--- src/hw/rtl/lfrb_pkg.sv ---
// line framing ring buffer package: opcodes, character codes, fsm state type
// and default sizing; no dependencies
`timescale 1ns / 1ps
`default_nettype none

package lfrb_pkg;

	localparam int DEPTH_DEF = 64;
	localparam int BYTE_W    = 8;

	localparam logic [1:0] OP_PUSH     = 2'd0;
	localparam logic [1:0] OP_PUSH_SEP = 2'd1;
	localparam logic [1:0] OP_POP      = 2'd2;

	localparam logic [BYTE_W-1:0] CH_NEWLINE = 8'h0A;
	localparam logic [BYTE_W-1:0] CH_SPACE   = 8'h20;

	typedef enum logic [1:0] {
		ST_IDLE,
		ST_SEP,
		ST_POP
	} state_t;

endpackage

`default_nettype wire

--- src/hw/rtl/lfrb_ram.sv ---
// generic simple dual-port ram: one write port, one read port with registered data
// no dependencies
`timescale 1ns / 1ps
`default_nettype none

module lfrb_ram #(
	parameter int WIDTH = 8,
	parameter int DEPTH = 64
) (
	input  wire logic                                      clk,
	input  wire logic                                      we,
	input  wire logic [((DEPTH > 1) ? $clog2(DEPTH) : 1)-1:0] waddr,
	input  wire logic [WIDTH-1:0]                          wdata,
	input  wire logic                                      re,
	input  wire logic [((DEPTH > 1) ? $clog2(DEPTH) : 1)-1:0] raddr,
	output logic      [WIDTH-1:0]                          rdata
);

	logic [WIDTH-1:0] mem [DEPTH];

	always_ff @(posedge clk) begin
		if (we) begin
			mem[waddr] <= wdata;
		end
		if (re) begin
			rdata <= mem[raddr];
		end
	end

endmodule

`default_nettype wire

--- src/hw/rtl/line_framing_ring_buffer.sv ---
// line framing ring buffer top level: byte fifo in lfrb_ram, control fsm, output register
// push byte: result the cycle after accept; push with separator: separator write and
// result in ST_SEP; pop: no-line result the cycle after accept, else ram read on accept,
// first byte in ST_POP, one byte per cycle unless stalled; next accept once fsm is idle
// reset clears pointers, fill and newline counts and the output valid; ram holds no reset
`timescale 1ns / 1ps
`default_nettype none

module line_framing_ring_buffer #(
	parameter int DEPTH = lfrb_pkg::DEPTH_DEF
) (
	input  wire logic       clk,
	input  wire logic       arst_n,
	input  wire logic       s_tvalid,
	output logic            s_tready,
	input  wire logic [7:0] s_tdata,   // [7:0] data_byte
	input  wire logic [2:0] s_tuser,   // [1:0] opcode, [2] sep_newline
	output logic            m_tvalid,
	input  wire logic       m_tready,
	output logic      [7:0] m_tdata,   // [7:0] out_byte
	output logic            m_tlast,   // last_of_run
	output logic      [1:0] m_tuser    // [0] no_line, [1] overflow
);

	localparam int AW = (DEPTH > 1) ? $clog2(DEPTH) : 1;
	localparam int CW = $clog2(DEPTH + 1);

	lfrb_pkg::state_t state_q, state_d;

	logic [AW-1:0] wr_ptr_q, wr_ptr_d;
	logic [AW-1:0] rd_ptr_q, rd_ptr_d;
	logic [CW-1:0] fill_q, fill_d;
	logic [CW-1:0] nl_q, nl_d;

	logic sep_q, drop_q;

	logic                        out_valid_q;
	logic [lfrb_pkg::BYTE_W-1:0] out_byte_q;
	logic                        out_last_q, out_noline_q, out_ovf_q;

	logic                        ld, ld_last, ld_noline, ld_ovf;
	logic [lfrb_pkg::BYTE_W-1:0] ld_byte;

	logic                        we, re;
	logic [AW-1:0]               waddr, raddr;
	logic [lfrb_pkg::BYTE_W-1:0] wdata, rdata;

	logic          out_free, accept, has_room;
	logic [AW-1:0] wr_ptr_nx, rd_ptr_nx;
	logic [1:0]    opcode;
	logic [lfrb_pkg::BYTE_W-1:0] sep_byte;

	assign opcode    = s_tuser[1:0];
	assign out_free  = !out_valid_q || m_tready;
	assign s_tready  = (state_q == lfrb_pkg::ST_IDLE) && out_free;
	assign accept    = s_tvalid && s_tready;
	assign has_room  = (fill_q != CW'(DEPTH));
	assign wr_ptr_nx = (wr_ptr_q == AW'(DEPTH - 1)) ? '0 : wr_ptr_q + AW'(1);
	assign rd_ptr_nx = (rd_ptr_q == AW'(DEPTH - 1)) ? '0 : rd_ptr_q + AW'(1);
	assign sep_byte  = sep_q ? lfrb_pkg::CH_NEWLINE : lfrb_pkg::CH_SPACE;

	lfrb_ram #(
		.WIDTH(lfrb_pkg::BYTE_W),
		.DEPTH(DEPTH)
	) u_ram (
		.clk  (clk),
		.we   (we),
		.waddr(waddr),
		.wdata(wdata),
		.re   (re),
		.raddr(raddr),
		.rdata(rdata)
	);

	always_comb begin
		state_d   = state_q;
		wr_ptr_d  = wr_ptr_q;
		rd_ptr_d  = rd_ptr_q;
		fill_d    = fill_q;
		nl_d      = nl_q;
		we        = 1'b0;
		waddr     = wr_ptr_q;
		wdata     = s_tdata;
		re        = 1'b0;
		raddr     = rd_ptr_q;
		ld        = 1'b0;
		ld_byte   = '0;
		ld_last   = 1'b1;
		ld_noline = 1'b0;
		ld_ovf    = 1'b0;
		unique case (state_q)
			lfrb_pkg::ST_IDLE: begin
				if (accept && (opcode == lfrb_pkg::OP_PUSH ||
						opcode == lfrb_pkg::OP_PUSH_SEP)) begin
					if (has_room) begin
						we       = 1'b1;
						wr_ptr_d = wr_ptr_nx;
						fill_d   = fill_q + CW'(1);
						if (s_tdata == lfrb_pkg::CH_NEWLINE) begin
							nl_d = nl_q + CW'(1);
						end
					end
					if (opcode == lfrb_pkg::OP_PUSH) begin
						ld     = 1'b1;
						ld_ovf = !has_room;
					end else begin
						state_d = lfrb_pkg::ST_SEP;
					end
				end else if (accept && opcode == lfrb_pkg::OP_POP) begin
					if (nl_q == '0) begin
						ld        = 1'b1;
						ld_noline = 1'b1;
					end else begin
						re      = 1'b1;
						state_d = lfrb_pkg::ST_POP;
					end
				end
			end
			lfrb_pkg::ST_SEP: begin
				if (out_free) begin
					wdata = sep_byte;
					if (has_room) begin
						we       = 1'b1;
						wr_ptr_d = wr_ptr_nx;
						fill_d   = fill_q + CW'(1);
						if (sep_q) begin
							nl_d = nl_q + CW'(1);
						end
					end
					ld      = 1'b1;
					ld_ovf  = drop_q || !has_room;
					state_d = lfrb_pkg::ST_IDLE;
				end
			end
			lfrb_pkg::ST_POP: begin
				// rdata holds the byte at rd_ptr_q until the next read is issued
				if (out_free) begin
					ld       = 1'b1;
					ld_byte  = rdata;
					ld_last  = (rdata == lfrb_pkg::CH_NEWLINE);
					rd_ptr_d = rd_ptr_nx;
					fill_d   = fill_q - CW'(1);
					if (rdata == lfrb_pkg::CH_NEWLINE) begin
						nl_d    = nl_q - CW'(1);
						state_d = lfrb_pkg::ST_IDLE;
					end else begin
						re    = 1'b1;
						raddr = rd_ptr_nx;
					end
				end
			end
			default: begin
				state_d = lfrb_pkg::ST_IDLE;
			end
		endcase
	end

	always_ff @(posedge clk or negedge arst_n) begin
		if (!arst_n) begin
			state_q     <= lfrb_pkg::ST_IDLE;
			wr_ptr_q    <= '0;
			rd_ptr_q    <= '0;
			fill_q      <= '0;
			nl_q        <= '0;
			out_valid_q <= 1'b0;
		end else begin
			state_q  <= state_d;
			wr_ptr_q <= wr_ptr_d;
			rd_ptr_q <= rd_ptr_d;
			fill_q   <= fill_d;
			nl_q     <= nl_d;
			if (ld) begin
				out_valid_q <= 1'b1;
			end else if (m_tready) begin
				out_valid_q <= 1'b0;
			end
		end
	end

	always_ff @(posedge clk) begin
		if (accept) begin
			sep_q  <= s_tuser[2];
			drop_q <= !has_room;
		end
		if (ld) begin
			out_byte_q   <= ld_byte;
			out_last_q   <= ld_last;
			out_noline_q <= ld_noline;
			out_ovf_q    <= ld_ovf;
		end
	end

	assign m_tvalid = out_valid_q;
	assign m_tdata  = out_byte_q;
	assign m_tlast  = out_last_q;
	assign m_tuser  = {out_ovf_q, out_noline_q};

endmodule

`default_nettype wire

--- config.mk ---
export PLATFORM = sky130hd
export DESIGN_NAME = line_framing_ring_buffer
export DESIGN_NICKNAME = d
export VERILOG_FILES = /design/src/hw/rtl/lfrb_pkg.sv /design/src/hw/rtl/lfrb_ram.sv /design/src/hw/rtl/line_framing_ring_buffer.sv
export SDC_FILE = /design/constraint.sdc
export NUM_CORES = 1
export LEC_CHECK = 0
export ABC_AREA = 1
export BUFFER_PORTS_ARGS = -buffer_cell sky130_fd_sc_hd__buf_2
export CAP_MARGIN = 30
export CORE_UTILIZATION = 45
export DETAILED_ROUTE_END_ITERATION = 12
export PLACE_DENSITY = 0.64
export SYNTH_ARGS = -nofsm -noshare
export SYNTH_HDL_FRONTEND = slang
export SYNTH_SLANG_ARGS = --single-unit
--- constraint.sdc ---
create_clock -name clk -period 6.35 [get_ports clk]
set_input_delay 0.635 -clock clk [delete_from_list [all_inputs] [get_ports clk]]
set_output_delay 0.635 -clock clk [all_outputs]
set_load 0.02 [all_outputs]
==> flow_summary.json, run 1 <==
{
  "final_nets": 2531,
  "p_leak_nw": 11.6,
  "layout-drive-gt1-share_pct": 6.25,
  "crit_path_max_fanout": 133,
  "rsz0062_at_grt": "false",
  "syn-num-nets": 2533,
  "critical_path_buf_inv_count": 3,
  "final.setup_skew_ns": 0.0317,
  "finalCritPeriodShare_pct": 68.2,
  "cts_buffers": 57,
  "die-area_mm2": 0.0572,
  "netlist_instances": 2500,
  "p_sw_share_pct": 43.5,
  "drv_cap": 0,
  "grt_pass1_wl_um": 99600,
  "cp_data_arrival_time_ns": 4.72,
  "status": "finished, final reports clean",
  "worstPathCellList": "inv_1, ha_1, inv_2, nor2_8, nand3_2, nand2_8, buf_12, nand2_1, nand3_1, nand3_1, nand3_1, nand3_1, nand3_1, nand2_1",
  "synth_edf_count": 533,
  "relSlewSlack_pct": 24.4,
  "yosys_warnings": 0,
  "postCtsSetupBuffers": 0,
  "cp-startpoint": "state_q[0]$_DFFE_PN0P_",
  "cts_resized": 0,
  "r2r_cells": 14,
  "viasPerCell": 5.23,
  "hold_class": "in -> async",
  "cts.sinks": 562,
  "worstReg2RegEnd": "u_ram.rdata[4]$_DFFE_PP_",
  "yosys.area.top_type": "edfxtp_1",
  "startpoint_type": "flip-flop",
  "worstSkewPairLatency_ns": 0.64,
  "synth_area_leaders": "edfxtp_1 63%, nand2_1 9.6%, nand3_1 9.4%",
  "p_switching_mw": 5.96,
  "die_h_um": 239,
  "final-hold-violation-count": 0,
  "antenna_found_initial": 2,
  "r2r-start": "state_q[0]$_DFFE_PN0P_",
  "grt_overflow": 0,
  "coreArea_mm2": 0.0553,
  "synth.avg_cell_area_um2": 10.1,
  "root_buffer": "clkbuf_16",
  "internal_power_mw": 7.74,
  "synth_flop_cell": "edfxtp_1",
  "io_buffers": 27,
  "pwr-share-seq_pct": 33.4,
  "grt_usage_pct": 23.0,
  "grt_pass1_vias": 16900,
  "drc_errors": 0,
  "power_density_mw_per_mm2": 493,
  "slew_viol_final": 0,
  "antenna_left": 0,
  "cts_tree": "yes",
  "min_period_ns": 4.33,
  "grt_max_degree": 151,
  "start_util_pct": 45.8,
  "first_iter_violations": 1679,
  "clk_pin_slew_ns": 0.06,
  "vias": 17200,
  "pre_cts_slack_ns": 2.00,
  "area_growth_syn_to_layout_pct": 9.70,
  "ys_seq_area_share_pct": 66.0,
  "crit_top_cell": "nand3_1",
  "setup_viol": 0,
  "drt-total-wl_um": 64300,
  "synth_cell_types": 39,
  "synth_top_area_share_pct": 63.2,
  "die_w_um": 239,
  "peakVddDrop_mv": 0.445,
  "clkPwrFrac_pct": 22.8,
  "criticalPathCategory": "reg -> reg",
  "cp.required_ns": 6.74,
  "end_kind": "flip-flop",
  "top_level_ports": 28,
  "fmax_mhz": 231,
  "cpLargestDelayFamily": "simple AND/OR/NAND/NOR gates",
  "firstDrtPassIters": 7,
  "power_mw": 13.7,
  "finalWeightedCongestion": 0.893,
  "wl_per_cell_um": 19.5,
  "fin_setup_tns_ns": 0,
  "slowest_delay_ns": 0.77,
  "synth-async-reset-ratio_pct": 5.16,
  "htreeDepth": 2,
  "ys_ff_latch": 562,
  "netlist_area_mm2": 0.0253,
  "crit_slowest_cell": "nand2_8",
  "cts_hold_buf": 0,
  "rows": 86,
  "worstMarginPinSlew_ns": 1.13,
  "cts_buffer_depth": 3,
  "r2r_slack_ns": 2.02,
  "comb_power_share_pct": 43.8,
  "fill_cells": 4926,
  "place_hpwl_um": 37600,
  "setup_ws_ns": 2.02
}
==> cells in the mapped netlist (2+ instances only) <==
master      n
nand4_1     6
clkinv_1    2
ha_1       16
a211oi_1    3
nand3_1   478
buf_1       3
buf_2      62
edfxtp_1  533
o21ai_0    30
nor2_1    102
buf_6       5
o31ai_1     2
xor2_1     12
dfrtp_1    29
or2_2       2
fa_1        2
nand2_1   649
nor3_1      7
nand2_2     7
o21ai_1     4
a21oi_1    13
inv_1     462
nor2_2      3
buf_4      27
clkbuf_1   13
xnor2_1     3
inv_2       6
nand3b_1    8
==> per-stage QoR <==
stage	hold slack [ns]	util [%]	cells	cell area (µm²)
after floorplan	0.339	-	2500	25300
after global placement	0.456	47.1	3183	26000
after detailed placement	0.464	47.1	3186	26100
after CTS	0.0682	50.2	3293	27800
after global routing	0.111	50.2	3294	27800
final	0.0699	50.2	3295	27800
==> power groups by stage <==
stage          registers, mW  logic, mW  clock network (mW)
6_report                4.58       6.00                3.13
5_1_grt                 4.60       6.51                3.32
4_1_cts                 4.57       5.94                3.17
3_5_place_dp            4.65       5.93                   0
3_3_place_gp            4.64       5.83                   0
2_1_floorplan           4.64       4.12                   0
==> kinds of logic (layout without fill, tap and decap cells) <==
kind of cell | after synthesis | after routing | share of synthesized area (%)
xor gates and xnor gates | 16 | 16 | 0.627
AOI/OAI and AO/OA | 56 | 56 | 1.25
other | 0 | 1 | 0
adders and majority gates | 18 | 18 | 0.948
buffers and inverters | 580 | 626 | 9.45
and+or+nand+nor | 1268 | 1268 | 21.7
DFF | 562 | 562 | 66.0
==> metal layers <==
layer  vias up  track usage [%]  share of wire, %
met5         -                0                 0
met4         0             8.45               3.3
met3       141             4.05               8.2
met2       700             36.7                46
met1      8261             31.5                43
li1       8126                -                 -
==> layout make-up <==
class,count,area [µm²],area share [%]
Clock inverter,32,189,0.680
Inverter,470,1770,6.36
Multi-Input combinational cell,1358,6290,22.6
Antenna cell,1,2.50,0.00901
Timing Repair Buffer,49,365,1.31
Clock buffer,75,1500,5.41
Sequential cell,562,16700,60.2
Tap cell,748,936,3.37
==> sequential cells by signal (all words and copies together) (netlist names), 2 cells and up <==
name,cells
fill_q,7
m_tdata,8
nl_q,7
rd_ptr_q,6
state_q,2
u_ram.mem,512
u_ram.rdata,8
waddr,6
==> placed cells by master, fill, tap and decap left out, types with 5 or more instances in the layout <==
cell,netlist,routed
nand2_1,649,647
nor2_4,1,6
clkinv_2,0,13
nand3b_1,8,8
inv_1,462,460
xor2_1,12,12
dfrtp_1,29,29
ha_1,16,16
nand2_2,7,7
edfxtp_1,533,533
nor3_1,7,7
clkinv_1,2,19
o21ai_0,30,29
clkbuf_1,13,17
inv_2,6,5
buf_4,27,18
nand4_1,6,6
a21oi_1,13,13
nand3_1,478,478
nor2_1,102,97
clkbuf_16,0,57
buf_2,62,27
==> worst max-delay path by stage <==
stage                                endpoint  depth (start not counted)
global route         u_ram.rdata[1]$_DFFE_PP_                         16
global placement     u_ram.rdata[4]$_DFFE_PP_                         14
floorplan           u_ram.mem[0][0]$_DFFE_PP_                          3
finish               u_ram.rdata[4]$_DFFE_PP_                         14
CTS                  u_ram.rdata[4]$_DFFE_PP_                         14
detailed placement   u_ram.rdata[4]$_DFFE_PP_                         14
(Power assumes the default switching activity.)
==> run 2: changes to the inputs <==
ABC_AREA = 0   (was 1)
clock period = 4.45 ns   (was 6.35 ns; I/O delays follow)
==> flow_summary.json, run 2 <==
{
  "status": "finished, final reports clean",
  "root_buffer": "clkbuf_16",
  "cp-startpoint": "state_q[0]$_DFFE_PN0P_",
  "ys_ff_latch": 562,
  "rsz0062_at_grt": "false",
  "coreArea_mm2": 0.0504,
  "grt_usage_pct": 22.0,
  "firstDrtPassIters": 6,
  "area_growth_syn_to_layout_pct": 12.3,
  "place_hpwl_um": 36000,
  "cts.sinks": 562,
  "grt_pass1_vias": 14100,
  "finalCritPeriodShare_pct": 87.0,
  "r2r-start": "state_q[0]$_DFFE_PN0P_",
  "fin_setup_tns_ns": 0,
  "top_register": "u_ram.mem",
  "power_density_mw_per_mm2": 656,
  "relSlewSlack_pct": 33.5,
  "synth.avg_cell_area_um2": 13.4,
  "layout_common_cells": "533 x edfxtp_1, 393 x nand2_1, 180 x nand3_1",
  "p_leak_nw": 8.92,
  "final-hold-violation-count": 0,
  "drv_cap": 0,
  "synth_edf_count": 533,
  "hold_class": "in -> reg",
  "antenna_found_initial": 0,
  "netlist_area_mm2": 0.0231,
  "utilization_pct": 51.5,
  "slew_viol_final": 0,
  "slowest_delay_ns": 0.67,
  "synth_area_leaders": "edfxtp_1 69%, nand2_1 6.4%, nand3_1 3.9%",
  "netlist_instances": 1727,
  "grt_overflow": 0,
  "start_util_pct": 45.9,
  "crit_end": "u_ram.rdata[6]$_DFFE_PP_",
  "final_nets": 1799,
  "vias": 14300,
  "r2r_cells": 11,
  "min_period_ns": 3.87,
  "synth_flop_cell": "edfxtp_1",
  "worstReg2RegEnd": "u_ram.rdata[6]$_DFFE_PP_",
  "synth_top_area_share_pct": 69.2,
  "fill_cells": 4197,
  "rows": 82,
  "yosys.area.top_type": "edfxtp_1",
  "cp.required_ns": 4.81,
  "yosysMostFrequentCell": "edfxtp_1",
  "final.setup_skew_ns": 0.0172,
  "worstPathCellList": "inv_1, ha_1, buf_4, nand3_1, o22ai_4, buf_4, mux4_2, nand2_1, o21ai_0, a221o_1, and4_1",
  "finalWeightedCongestion": 0.872,
  "setup_viol": 0,
  "io_buffers": 27,
  "drt-total-wl_um": 57000,
  "end_kind": "flip-flop",
  "ys_seq_area_share_pct": 72.4,
  "crit_top_cell": "buf_4",
  "grt_pass1_wl_um": 87000,
  "grt_max_degree": 84,
  "cts_tree": "yes",
  "peakVddDrop_mv": 0.362,
  "cp_data_arrival_time_ns": 4.23,
  "synth-async-reset-ratio_pct": 5.16,
  "die_w_um": 229,
  "top_level_ports": 28,
  "drc_errors": 0,
  "worstSkewPairLatency_ns": 0.62,
  "r2r_slack_ns": 0.58,
  "synth_common_cells": "533 x edfxtp_1, 395 x nand2_1, 180 x nand3_1",
  "crit_path_max_fanout": 57,
  "crit_slowest_cell": "buf_4",
  "synth_cell_types": 68,
  "cts_buffer_depth": 3,
  "layout_commonest_cell": "edfxtp_1",
  "die-area_mm2": 0.0523,
  "htreeDepth": 2,
  "cts_buffers": 55,
  "startpoint_type": "flip-flop",
  "yosys_warnings": 0,
  "wl_per_cell_um": 22.9,
  "worstMarginPinSlew_ns": 0.998,
  "die_h_um": 229,
  "diodes": 0,
  "fmax_mhz": 258,
  "first_iter_violations": 1712,
  "viasPerCell": 5.77,
  "layout-drive-gt1-share_pct": 12.0,
  "antenna_left": 0,
  "largest_register_ffs": 512,
  "clk_pin_slew_ns": 0.06,
  "criticalPathCategory": "reg -> reg",
  "syn-num-nets": 1760
}
-- run 2: cell types whose count changed in the layout (fill, tap and decap cells not counted), sizes merged, moves of 20 or more --
cell | before | now
inv | 468 | 17
nand3 | 479 | 180
nand2 | 657 | 395
buf | 49 | 79
nand4 | 6 | 26
a31oi | 0 | 54
mux2i | 0 | 20
-- run 2: how the worst min path moves through the flow --
stage,from,to,cells past startpoint
6_report,s_tuser[2],sep_q$_DFFE_PP_,1
5_1_grt,s_tuser[2],sep_q$_DFFE_PP_,1
4_1_cts,s_tuser[2],sep_q$_DFFE_PP_,1
3_5_place_dp,nl_q[6]$_DFFE_PN0P_,nl_q[6]$_DFFE_PN0P_,1
3_3_place_gp,nl_q[6]$_DFFE_PN0P_,nl_q[6]$_DFFE_PN0P_,1
2_1_floorplan,arst_n,fill_q[0]$_DFFE_PN0P_,0
-- run 2: per-stage QoR --
step / total power [mW] / instances / cell area [µm²] / hold WS [ns] / setup WS, ns
finish: 17.0 / 2483 / 26000 / 0.0553 / 0.579
floorplan: 10.6 / 1727 / 23100 / 0.149 / 0.278
detailed placement: 12.7 / 2379 / 24200 / 0.451 / 0.576
CTS: 17.1 / 2482 / 25900 / 0.0359 / 0.553
global placement: 12.5 / 2372 / 24100 / 0.456 / 0.607
global route: 17.8 / 2483 / 26000 / 0.0382 / 0.323
-- run 2: worst max-delay path: cells and delay by family (launching register included) --
kind            cells  cell delay (ns)
buf+inv             3             1.04
compound gates      3             1.02
simple gates        3             0.54
flops               1             0.41
mux                 1             0.41
fa+ha+maj           1             0.19
-- run 2: power by group --
part | internal [mW] | switching (mW) | total (mW) | leakage, nW
logic | 1.85 | 3.94 | 5.79 | 2.90
registers | 6.57 | 0.224 | 6.80 | 5.19
clock network | 2.47 | 1.98 | 4.45 | 0.837
total | 10.9 | 6.14 | 17.0 | 8.92
-- run 2: cell families after synthesis --
| family | after synthesis | synth area share [%] |
|---|---|---|
| adders and majority gates | 18 | 1.04 |
| and+or+nand+nor | 785 | 15.0 |
| AOI/OAI and AO/OA | 175 | 5.29 |
| buffers and inverters | 114 | 2.27 |
| muxes | 53 | 3.25 |
| xor gates and xnor gates | 20 | 0.758 |
| DFF | 562 | 72.4 |
-- run 2: metal layers --
| layer | wire, µm | up-vias | global-route usage (%) |
|---|---|---|---|
| li1 | - | 6504 | - |
| met1 | 24300 | 7098 | 31.0 |
| met2 | 26100 | 626 | 33.9 |
| met3 | 4640 | 108 | 3.94 |
| met4 | 1930 | 0 | 8.60 |
| met5 | 0 | - | 0 |
-- run 2: what timing repair did --
action | in CTS | in global routing
resized for setup | 0 | 0
buffers inserted | 0 | 0
hold endpoints to repair | 29 | 0
hold buffers | 1 | 0
-- run 2: final cells by class --
class	count	area [µm²]	area share (%)
clock buffers	63	1430	5.50
inverters	16	62.6	0.241
flip-flops and latches	562	16700	64.5
repair buffers	80	696	2.68
clock inverters	39	277	1.07
well taps	672	841	3.24
multi-input cells	1051	5920	22.8
==> run 3: changes to the inputs <==
SYNTH_HIERARCHICAL = 1   (was default)
==> flow_summary.json, run 3 <==
{
  "area_growth_syn_to_layout_pct": 14.9,
  "postCtsSetupBuffers": 0,
  "rows": 82,
  "criticalPathCategory": "reg -> reg",
  "relSlewSlack_pct": 34.9,
  "hold_class": "in -> reg",
  "setup_ws_ns": 0.372,
  "finalWeightedCongestion": 0.866,
  "cts_tree": "yes",
  "startpoint_type": "flip-flop",
  "fin_hold_ws_ns": 0.0301,
  "synth_area_leaders": "edfxtp_1 70%, mux4_2 12%, dfrtp_1 3.2%",
  "cpLargestDelayFamily": "simple AND/OR/NAND/NOR gates",
  "ys_ff_latch": 562,
  "fmax_mhz": 245,
  "p_leak_nw": 8.48,
  "r2r_slack_ns": 0.37,
  "fin_area_mm2": 0.0262,
  "grt_overflow": 0,
  "drc_errors": 0,
  "yosys_warnings": 6,
  "critical_path_buf_inv_count": 1,
  "r2r-start": "state_q[1]$_DFFE_PN0P_",
  "grt_pass1_wl_um": 75000,
  "cts_buffers": 55,
  "synth_cell_types": 64,
  "power_density_mw_per_mm2": 637,
  "die-area_mm2": 0.0517,
  "top_level_ports": 28,
  "synth.avg_cell_area_um2": 19.0,
  "yosysMostFrequentCell": "edfxtp_1",
  "final-hold-violation-count": 0,
  "slowest_delay_ns": 0.88,
  "place_area_mm2": 0.0243,
  "crit_path_max_fanout": 10,
  "ys_seq_area_share_pct": 73.3,
  "start_util_pct": 45.6,
  "grt_max_degree": 65,
  "min_period_ns": 4.08,
  "antenna_left": 0,
  "netlist_instances": 1201,
  "firstDrtPassIters": 6,
  "peakVddDrop_mv": 0.314,
  "coreArea_mm2": 0.0501,
  "status": "finished, final reports clean",
  "finalCritPeriodShare_pct": 91.6,
  "drv_cap": 0,
  "diodes": 0,
  "grt_pass1_vias": 11900,
  "synth_common_cells": "533 x edfxtp_1, 126 x mux4_2, 99 x nor2_1",
  "final.setup_skew_ns": 0.0234,
  "pre_cts_slack_ns": 0.376,
  "synth-async-reset-ratio_pct": 5.16,
  "worstReg2RegEnd": "u_ram/mem[38][5]$_DFFE_PP_",
  "slew_viol_final": 0,
  "die_h_um": 227,
  "min_path_cells": 1,
  "first_iter_violations": 1330,
  "netlist_area_mm2": 0.0228,
  "clk_pin_slew_ns": 0.06,
  "min_delay_worst_endpoint": "sep_q$_DFFE_PP_",
  "worstMarginPinSlew_ns": 0.974,
  "fill_cells": 3994,
  "viasPerCell": 5.72,
  "grt_usage_pct": 20.1,
  "cts_buffer_depth": 3,
  "largest_register_ffs": 512,
  "synth_top_area_share_pct": 70.1,
  "hold_path.startpoint": "s_tuser[2]",
  "htreeDepth": 2,
  "wl_per_cell_um": 24.6,
  "layout-drive-gt1-share_pct": 27.2,
  "antenna_found_initial": 1,
  "layout_common_cells": "533 x edfxtp_1, 126 x mux4_2, 99 x nor2_1",
  "die_w_um": 227,
  "crit_slowest_cell": "nor2_1",
  "rsz0062_at_grt": "false",
  "final_nets": 1357,
  "worstPathCellList": "inv_1, ha_1, nand3_1, nor2_1, nand3b_1, a21oi_1, nor2b_1, nand3_1, nor2_1",
  "layout_commonest_cell": "edfxtp_1",
  "root_buffer": "clkbuf_16",
  "end_kind": "flip-flop",
  "vias": 11700,
  "syn-num-nets": 1234,
  "fin_setup_tns_ns": 0,
  "worstSkewPairLatency_ns": 0.62,
  "synth_flop_cell": "edfxtp_1",
  "io_buffers": 27,
  "cp_data_arrival_time_ns": 4.31,
  "yosys.area.top_type": "edfxtp_1",
  "setup_viol": 0,
  "top_register": "u_ram/mem",
  "drt-total-wl_um": 50400,
  "synth_edf_count": 533,
  "cts.sinks": 562,
  "cp.required_ns": 4.68,
  "place_hpwl_um": 32200,
  "r2r_cells": 9
}
run 3: where the power goes:
group          switching [mW]  internal, mW
logic                    2.98          2.46
clock network            2.00          2.70
registers               0.231          6.35
total                    5.22          11.5
run 3: worst max path at each step:
| stage | start | slack [ns] | cells past startpoint | endpoint |
|---|---|---|---|---|
| 2_1_floorplan | state_q[1]$_DFFE_PN0P_ | 0.21 | 5 | u_ram/mem[0][5]$_DFFE_PP_ |
| 3_3_place_gp | u_ram/rdata[7]$_DFFE_PP_ | 0.33 | 11 | u_ram/rdata[7]$_DFFE_PP_ |
| 3_5_place_dp | u_ram/rdata[7]$_DFFE_PP_ | 0.38 | 11 | u_ram/rdata[7]$_DFFE_PP_ |
| 4_1_cts | u_ram/rdata[7]$_DFFE_PP_ | 0.36 | 11 | u_ram/rdata[7]$_DFFE_PP_ |
| 5_1_grt | u_ram/rdata[0]$_DFFE_PP_ | 0.11 | 11 | u_ram/rdata[7]$_DFFE_PP_ |
| 6_report | state_q[1]$_DFFE_PN0P_ | 0.37 | 9 | u_ram/mem[38][5]$_DFFE_PP_ |
run 3: layout make-up:
class,count,area [µm²],share of cell area [%]
well taps,672,841,3.20
inverters,12,45.0,0.172
repair buffers,125,998,3.81
clock inverters,40,424,1.62
clock buffers,64,1410,5.37
multi-input cells,568,5790,22.1
flip-flops and latches,562,16700,63.8
run 3: kinds of logic (layout without fill, tap and decap cells):
logic type	after synthesis	after routing	synth area share (%)
DFF	562	562	73.3
and+or+nand+nor	252	252	5.37
muxes	172	172	14.6
AOI/OAI and AO/OA	109	109	3.34
buffers and inverters	71	241	1.75
adders and majority gates	18	18	1.05
xor gates and xnor gates	17	17	0.652
run 3: worst register-to-register path: stages (launching register included):
cell,delay [ns]
dfrtp_1,0.41
inv_1,0.12
ha_1,0.37
nand3_1,0.24
nor2_1,0.20
nand3b_1,0.10
a21oi_1,0.56
nor2b_1,0.34
nand3_1,0.48
nor2_1,0.88
run 3: what timing repair did:
| item | 4_1_cts | 5_1_grt |
|---|---|---|
| hold buffers | 1 | 0 |
| hold endpoints to repair | 29 | 0 |
| resized for setup | 0 | 1 |
| setup endpoints to repair | 0 | 1 |
run 3: through the flow:
step | power (mW) | std cells | utilization [%]
floorplan | 10.6 | 1201 | -
global placement | 12.0 | 1934 | 48.5
global route | 17.5 | 2043 | 52.4
detailed placement | 12.2 | 1936 | 48.6
finish | 16.7 | 2043 | 52.4
CTS | 16.9 | 2041 | 52.3
run 3: per-layer routing:
| layer | track usage [%] | share of wire (%) |
|---|---|---|
| met5 | 0 | 0 |
| met4 | 5.89 | 2.5 |
| met3 | 3.90 | 6.6 |
| met2 | 31.4 | 47 |
| met1 | 28.7 | 44 |
